### src/text_console_writer_defines.svh
// ----------------------------------------------------------------------------
// text_console_writer_defines.svh
// Assertion macros used by the text console writer top level.
// ----------------------------------------------------------------------------
`ifndef TEXT_CONSOLE_WRITER_DEFINES_SVH
`define TEXT_CONSOLE_WRITER_DEFINES_SVH

`ifndef ASSERT_OFF

// Check a property at every rising edge outside reset.
`define TCW_ASSERT(lbl, clk, rst_n, prop) \
    lbl: assert property (@(posedge clk) disable iff (!rst_n) (prop)) \
        else $error("text console writer assertion failed");

// Check a property at every rising edge, reset included.
`define TCW_ASSERT_ALWAYS(lbl, clk, prop) \
    lbl: assert property (@(posedge clk) (prop)) \
        else $error("text console writer assertion failed");

`else

`define TCW_ASSERT(lbl, clk, rst_n, prop)
`define TCW_ASSERT_ALWAYS(lbl, clk, prop)

`endif

`endif

### src/tcw_pkg.sv
// ----------------------------------------------------------------------------
// tcw_pkg
// Geometry, codes, field widths and control types of the text console writer.
// ----------------------------------------------------------------------------
`timescale 1ns / 1ps

package tcw_pkg;

    localparam int COLUMNS    = 80;
    localparam int ROWS       = 25;
    localparam int CELL_COUNT = COLUMNS * ROWS;
    localparam int BOTTOM     = COLUMNS * (ROWS - 1);

    // Internal widths follow the geometry
    localparam int ADDR_W = $clog2(CELL_COUNT);
    localparam int OFF_W  = $clog2(CELL_COUNT + 1);
    localparam int ROW_W  = $clog2(ROWS + 1);
    localparam int COL_W  = $clog2(COLUMNS);

    // Stream field widths
    localparam int CMD_W      = 2;
    localparam int CHAR_W     = 8;
    localparam int ATTR_W     = 8;
    localparam int INDEX_W    = 11;
    localparam int OFF_OUT_W  = 11;
    localparam int ROW_OUT_W  = 5;
    localparam int COL_OUT_W  = 7;
    localparam int CELL_W     = CHAR_W + ATTR_W;
    localparam int S_DATA_W   = 32;
    localparam int M_DATA_W   = 40;

    localparam logic [CMD_W-1:0] CMD_PUT   = 2'd0;
    localparam logic [CMD_W-1:0] CMD_CLEAR = 2'd1;
    localparam logic [CMD_W-1:0] CMD_READ  = 2'd2;

    localparam logic [CHAR_W-1:0] CODE_NEWLINE   = 8'd10;
    localparam logic [CHAR_W-1:0] CODE_BACKSPACE = 8'd8;
    localparam logic [CHAR_W-1:0] CODE_SPACE     = 8'd32;

    typedef enum logic [2:0] {
        ST_IDLE,
        ST_COPY,
        ST_DRAIN,
        ST_FILL,
        ST_RESP
    } tcw_state_t;

    typedef struct packed {
        logic exec;
        logic copy;
        logic drain;
        logic fill;
        logic load_out;
    } tcw_cmd_t;

    typedef struct packed {
        logic scroll;
        logic is_clear;
        logic cnt_last;
        logic out_free;
    } tcw_stat_t;

endpackage

### src/tcw_ctrl.sv
// ----------------------------------------------------------------------------
// tcw_ctrl
// Command sequencer: accepts one transfer, runs scroll and clear sweeps,
// then hands the result to the output register.
// ----------------------------------------------------------------------------
`timescale 1ns / 1ps

module tcw_ctrl (
    input  logic               aclk,
    input  logic               aresetn,
    input  logic               s_tvalid,
    output logic               s_tready,
    input  tcw_pkg::tcw_stat_t stat,
    output tcw_pkg::tcw_cmd_t  cmd
);
    import tcw_pkg::*;

    tcw_state_t state_reg, state_next;

    always_ff @(posedge aclk) begin
        if (!aresetn) begin
            state_reg <= ST_IDLE;
        end else begin
            state_reg <= state_next;
        end
    end

    always_comb begin
        state_next = state_reg;
        unique case (state_reg)
            ST_IDLE: begin
                if (s_tvalid) begin
                    if (stat.scroll) begin
                        state_next = ST_COPY;
                    end else if (stat.is_clear) begin
                        state_next = ST_FILL;
                    end else begin
                        state_next = ST_RESP;
                    end
                end
            end
            ST_COPY: begin
                if (stat.cnt_last) begin
                    state_next = ST_DRAIN;
                end
            end
            ST_DRAIN: begin
                state_next = ST_FILL;
            end
            ST_FILL: begin
                if (stat.cnt_last) begin
                    state_next = ST_RESP;
                end
            end
            ST_RESP: begin
                if (stat.out_free) begin
                    state_next = ST_IDLE;
                end
            end
            default: begin
                state_next = ST_IDLE;
            end
        endcase
    end

    always_comb begin
        s_tready     = (state_reg == ST_IDLE);
        cmd.exec     = (state_reg == ST_IDLE) && s_tvalid;
        cmd.copy     = (state_reg == ST_COPY);
        cmd.drain    = (state_reg == ST_DRAIN);
        cmd.fill     = (state_reg == ST_FILL);
        cmd.load_out = (state_reg == ST_RESP) && stat.out_free;
    end

endmodule

### config.mk
export PLATFORM = sky130hd
export DESIGN_NAME = tcw_ctrl
export DESIGN_NICKNAME = d
export VERILOG_FILES = /design/src/text_console_writer_defines.svh /design/src/tcw_pkg.sv /design/src/tcw_ctrl.sv
export SDC_FILE = /design/constraint.sdc
export NUM_CORES = 1
export LEC_CHECK = 0
export BUFFER_PORTS_ARGS = -buffer_cell sky130_fd_sc_hd__buf_2
export CELL_PAD_IN_SITES_DETAIL_PLACEMENT = 0
export CELL_PAD_IN_SITES_GLOBAL_PLACEMENT = 1
export CORE_AREA = 2 2 39 41
export CTS_CLUSTER_SIZE = 25
export DETAILED_ROUTE_END_ITERATION = 6
export DIE_AREA = 0 0 41 43
export HOLD_SLACK_MARGIN = 0.12
export PLACE_DENSITY = 0.56
export SYNTH_ARGS = -nofsm -noshare
export SYNTH_HDL_FRONTEND = slang
export SYNTH_SLANG_ARGS = --single-unit
### constraint.sdc
create_clock -name aclk -period 1.2 [get_ports aclk]
set_input_delay 0.06 -clock aclk [delete_from_list [all_inputs] [get_ports aclk]]
set_output_delay 0.06 -clock aclk [all_outputs]
set_load 0.005 [all_outputs]
=== Word level (Yosys, flattened, before mapping) ===
Cells that the tools add are included.

* Logic and storage cells: 20
* Flip-flop bits (word level): 3
* Output and inout port bits: 6
* Bits of input ports: 7

* Reduce and logical (&&, ||, !) cells: 4
* Equal/unequal tests: 8
* Multiplexer cells: 7

{| class="wikitable"
|+ Operator list
! cell !! count
|-
| 2-to-1 mux 3 bit || 6
|-
| case mux 3 bit (5 select lines) || 1
|-
| != test 2 bit (second input constant) || 4
|-
| equality test 3 x 2 -> 1 bit (second input constant) || 2
|-
| AND reduction 4 bit || 1
|-
| equality test 3 x 1 -> 1 bit (second input constant) || 1
|-
| equality test 3 bit (second input constant) || 1
|-
| logical NOT 3 bit || 1
|-
| logical AND 1 bit || 2
|}

=== Depth between registers and ports, before layout ===
* Depth in word-level cells: 4
* Depth in mapped cells: 4
* Gate-level depth less buffers: 3

=== Least setup slack after synthesis ===
No wires, ideal clock.

* Path type: flip-flop to flip-flop
* Start point: reg state_reg[2]
* End point: reg state_reg[1]
* Slack: 0.117 ns
* Buffers on the path: 1
* Arrival time: 0.980 ns
* Cell stages (with the launch flop): 5
* Data required time: 1.097 ns
* Setup time: 0.103 ns
* Clock period less this slack: 1.083 ns
* Cells stage by stage: dfxtp_1 > buf_6 > a211o_1 > o22ai_2 > a2111oi_2

* Cells in the longest elaborated chain, start to end: 3
* Elaborated cells between the ends (all ways): 11
* Those cells by class: eq/ne: 8; mux: 1; reduce/logical: 2

{| class="wikitable"
|+ Ends and longest elaborated chain
! what !! RTL line !! source
|-
| start: declaration || tcw_ctrl.sv:18 || <nowiki>tcw_state_t state_reg, state_next;</nowiki>
|-
| start signal: assignment || tcw_ctrl.sv:24 || <nowiki>state_reg <= state_next;</nowiki>
|-
| equality test 3 x 1 -> 1 bit, or another cell as far along || tcw_ctrl.sv:30 || <nowiki>unique case (state_reg)</nowiki>
|-
| != test 2 bit (no source line) || n/a ||
|-
| AND reduction 4 bit (no source line) || n/a ||
|}

Parallel ways exist; a longest one is shown, timed or not.
A chain may end at the register's enable or synchronous reset.

==> impl_summary.md <==
Yosys
The synthesized design contains 3 register bits. After synthesis, the cell types taking the most area are dfxtp_1 23%, nor3_1 9.7%, a2111oi_2 5.8%. The yosys synthesis warning count is 0. The cell area that synthesis handed to floorplanning was 258 um2. The share of the yosys chip area belonging to registers is 23.3%.

The cell type with the highest aggregate area in the netlist is dfxtp_1. The most frequent cell after synthesis is nor3_1. The average cell area after synthesis is 7.81 um2. When the netlist entered floorplanning its net count stood at 40.

The portion of synthesized cell area occupied by the leading cell type is 23.3%. The number of synthesized flops with an enable pin is 0. Yosys mapped the design onto 21 distinct sky130hd cell types. The proportion of register bits with asynchronous set or reset after synthesis is 0%. Synthesis produced a netlist whose cell count is 33. Among all flip-flop cells after synthesis, the most frequent one is dfxtp_1. In the synthesized netlist, the cells that appear most often are 5 x nor3_1, 4 x inv_1, 3 x dfxtp_1.

Timing
The tightest hold margin is 0.172 ns. The final sum of negative setup slack is 0 ns. The number of pins exceeding their max-slew limit in the final report is 0. After layout, the minimum clock period comes to 1.16 ns. Setup repair after global routing could not meet its margin everywhere. The actual slew at the worst max-slew pin is 0.290 ns.

The part of the cycle the worst path needs is 96.4%. Static timing analysis puts the maximum clock frequency at 865 MHz. The hold violation count in the final report came to 0.

Clock skew on the completed layout was measured at 0.000323 ns. Headroom to the max-slew limit came out at 80.6%. The final count of negative-setup-slack endpoints is 0.

Setup path
The critical path in this run is classified as register to output port. The critical path startpoint category is a register. STA classifies the critical path endpoint as an output port. In this run the worst path has a maximum fanout of 6.

Counting cells, the worst reg-to-reg path comes to 4. The data arrival at the endpoint of the critical path is 1.10 ns. The required time of the worst setup path is 1.14 ns.

Job
The max-capacitance violation count is 0.

Global routing
The total congestion overflow is 0. Global routing used 5.24% of the available met3 tracks. Global routing consumed, over all layers together, 9.71% of the routing resources. The met1 usage in global routing is 11.5%. The via count of the first global-routing pass was 303. Entering global routing, the biggest net connects 9 pins. The first global-routing pass estimated 1160 um of wire. The initial antenna violation count is 0. The global routing stage identified its most utilized layer as met2. The met2 track demand over resource in global routing is 13.1%.

Routing
After the first detailed-routing iteration, the DRC count stood at 3. Before antenna repair, the detailed router went through 2 iterations. The number of remaining DRC errors is 0. The ratio of routed vias to standard cells is 4.46.

In the final routed layout, each cell accounts on average for 9.99 um. The count of nets left with antenna violations once routing finished came out at 0. The number of vias after detailed routing is 317. Wires add up to 709 um.

Place
The number of port buffers is 12. At the end of routability-driven placement, the weighted congestion stood at 0.740. The post-detailed-placement half-perimeter wirelength is 538 um.

Die
Measured along the y axis, the die boundary spans 43 um. For this configuration, the core starts out at a cell density of 18.6%. The die covers 1760 um2. The area of the core region is 1380 um2. Pin placement for this block handled 13 I/O pins. After floorplanning, the core was divided into 14 placement rows. The die is 41 um wide.

Clocking
The clock slew seen by the registers of the worst setup and hold paths is 0.04 ns. The maximum root-to-sink buffer count is 2. The later pin in the worst-skew pair is clocked with a latency of 0.23 ns. The clock tree root driver cell is clkbuf_4. Counting the buffers created by CTS gives 3. The number of sinks handled by clock tree synthesis is 3. In this run the number of H-tree levels came out at 1. The CTS tree is built.

Finish
The utilization after layout is 32.8%. The area growth from synthesis to layout is 76.2%. The flip-flop count of the largest register, all copies and words added is 3. The repair_antennas step left the layout with diodes totalling 0. The fraction of final layout cells with drive strength greater than 1 is 56.4%.

The number of nets in the finished design is 63.

Power
The maximum vdd drop is 432 uV. Total power for the finished layout comes to 0.722 mW. Dividing total power by cell area gives a power density of 1590 nW/um2. In this run the static leakage power is 0.217 nW.

Status
The flow ran to the end, and the final reports show no timing, DRC or antenna violations.

Worst hold path
The number of cells traversed by the worst hold path is 4. In this run the worst hold path is classified as primary input to register.
per-layer routing:
metal  wire length (um)  part of all wire [%]
met3                 69                   9.7
met5                  0                     0
met1                300                    42
met2                339                    48
met4                  0                     0
path summary, 6_finish.rpt:
path | from | end | slack (ns)
worst min register to register | state_reg[2] | state_reg[2] | 0.58
worst max-delay path | state_reg[1] | cmd[4] | 0.04
worst min-delay path | stat[0] | state_reg[2] | 0.17
worst max register to register | state_reg[1] | state_reg[2] | 0.05
kinds of logic after synthesis:
kind of cell / synth area share (%)
and+or+nand+nor: 28.2
AOI/OAI and AO/OA: 30.6
muxes: 3.88
buffers and inverters: 14.1
DFF: 23.3
cell type report:
cell class	instances	area (um2)
fill	161	930
tap	16	20.0
timing repair buffer	21	145
multi-input combinational	23	179
sequential	3	68.8
inverter	4	15.0
clock buffer	4	26.3
power breakdown:
group          switching (mW)  internal [mW]
sequential             0.0318          0.130
combinational           0.171          0.217
clock                  0.0482          0.124
critical path, cell delays in order (launching register included):
cell     delay (ns)
dfxtp_4        0.35
buf_6          0.12
nor3_4         0.16
and2_1         0.13
buf_2          0.10
through the flow:
step	area, um2	worst slack, ns	std cells
floorplan	258	0.117	33
global placement	362	0.0548	64
detailed placement	362	0.0321	64
CTS	405	0.00161	69
global route	454	-0.0296	71
finish	454	0.0437	71
repair_timing:
action / in CTS / in global routing
hold endpoints to repair: 2 / 0
buffers inserted: 0 / 2
pin swaps: 0 / 4
hold buffers: 1 / 0
gates resized for setup: 3 / 9
endpoints found under the setup margin: 3 / 5
layout by cell type (no fill, tap or decap), types with 2 or more instances in the layout:
cell type,count
buf_2,12
inv_1,4
nor3_1,4
buf_4,4
buf_6,4
clkbuf_4,3
nor2_1,2
nor3_4,2
a21oi_1,2
dfxtp_4,2
Power figures use the tool's default switching activity.
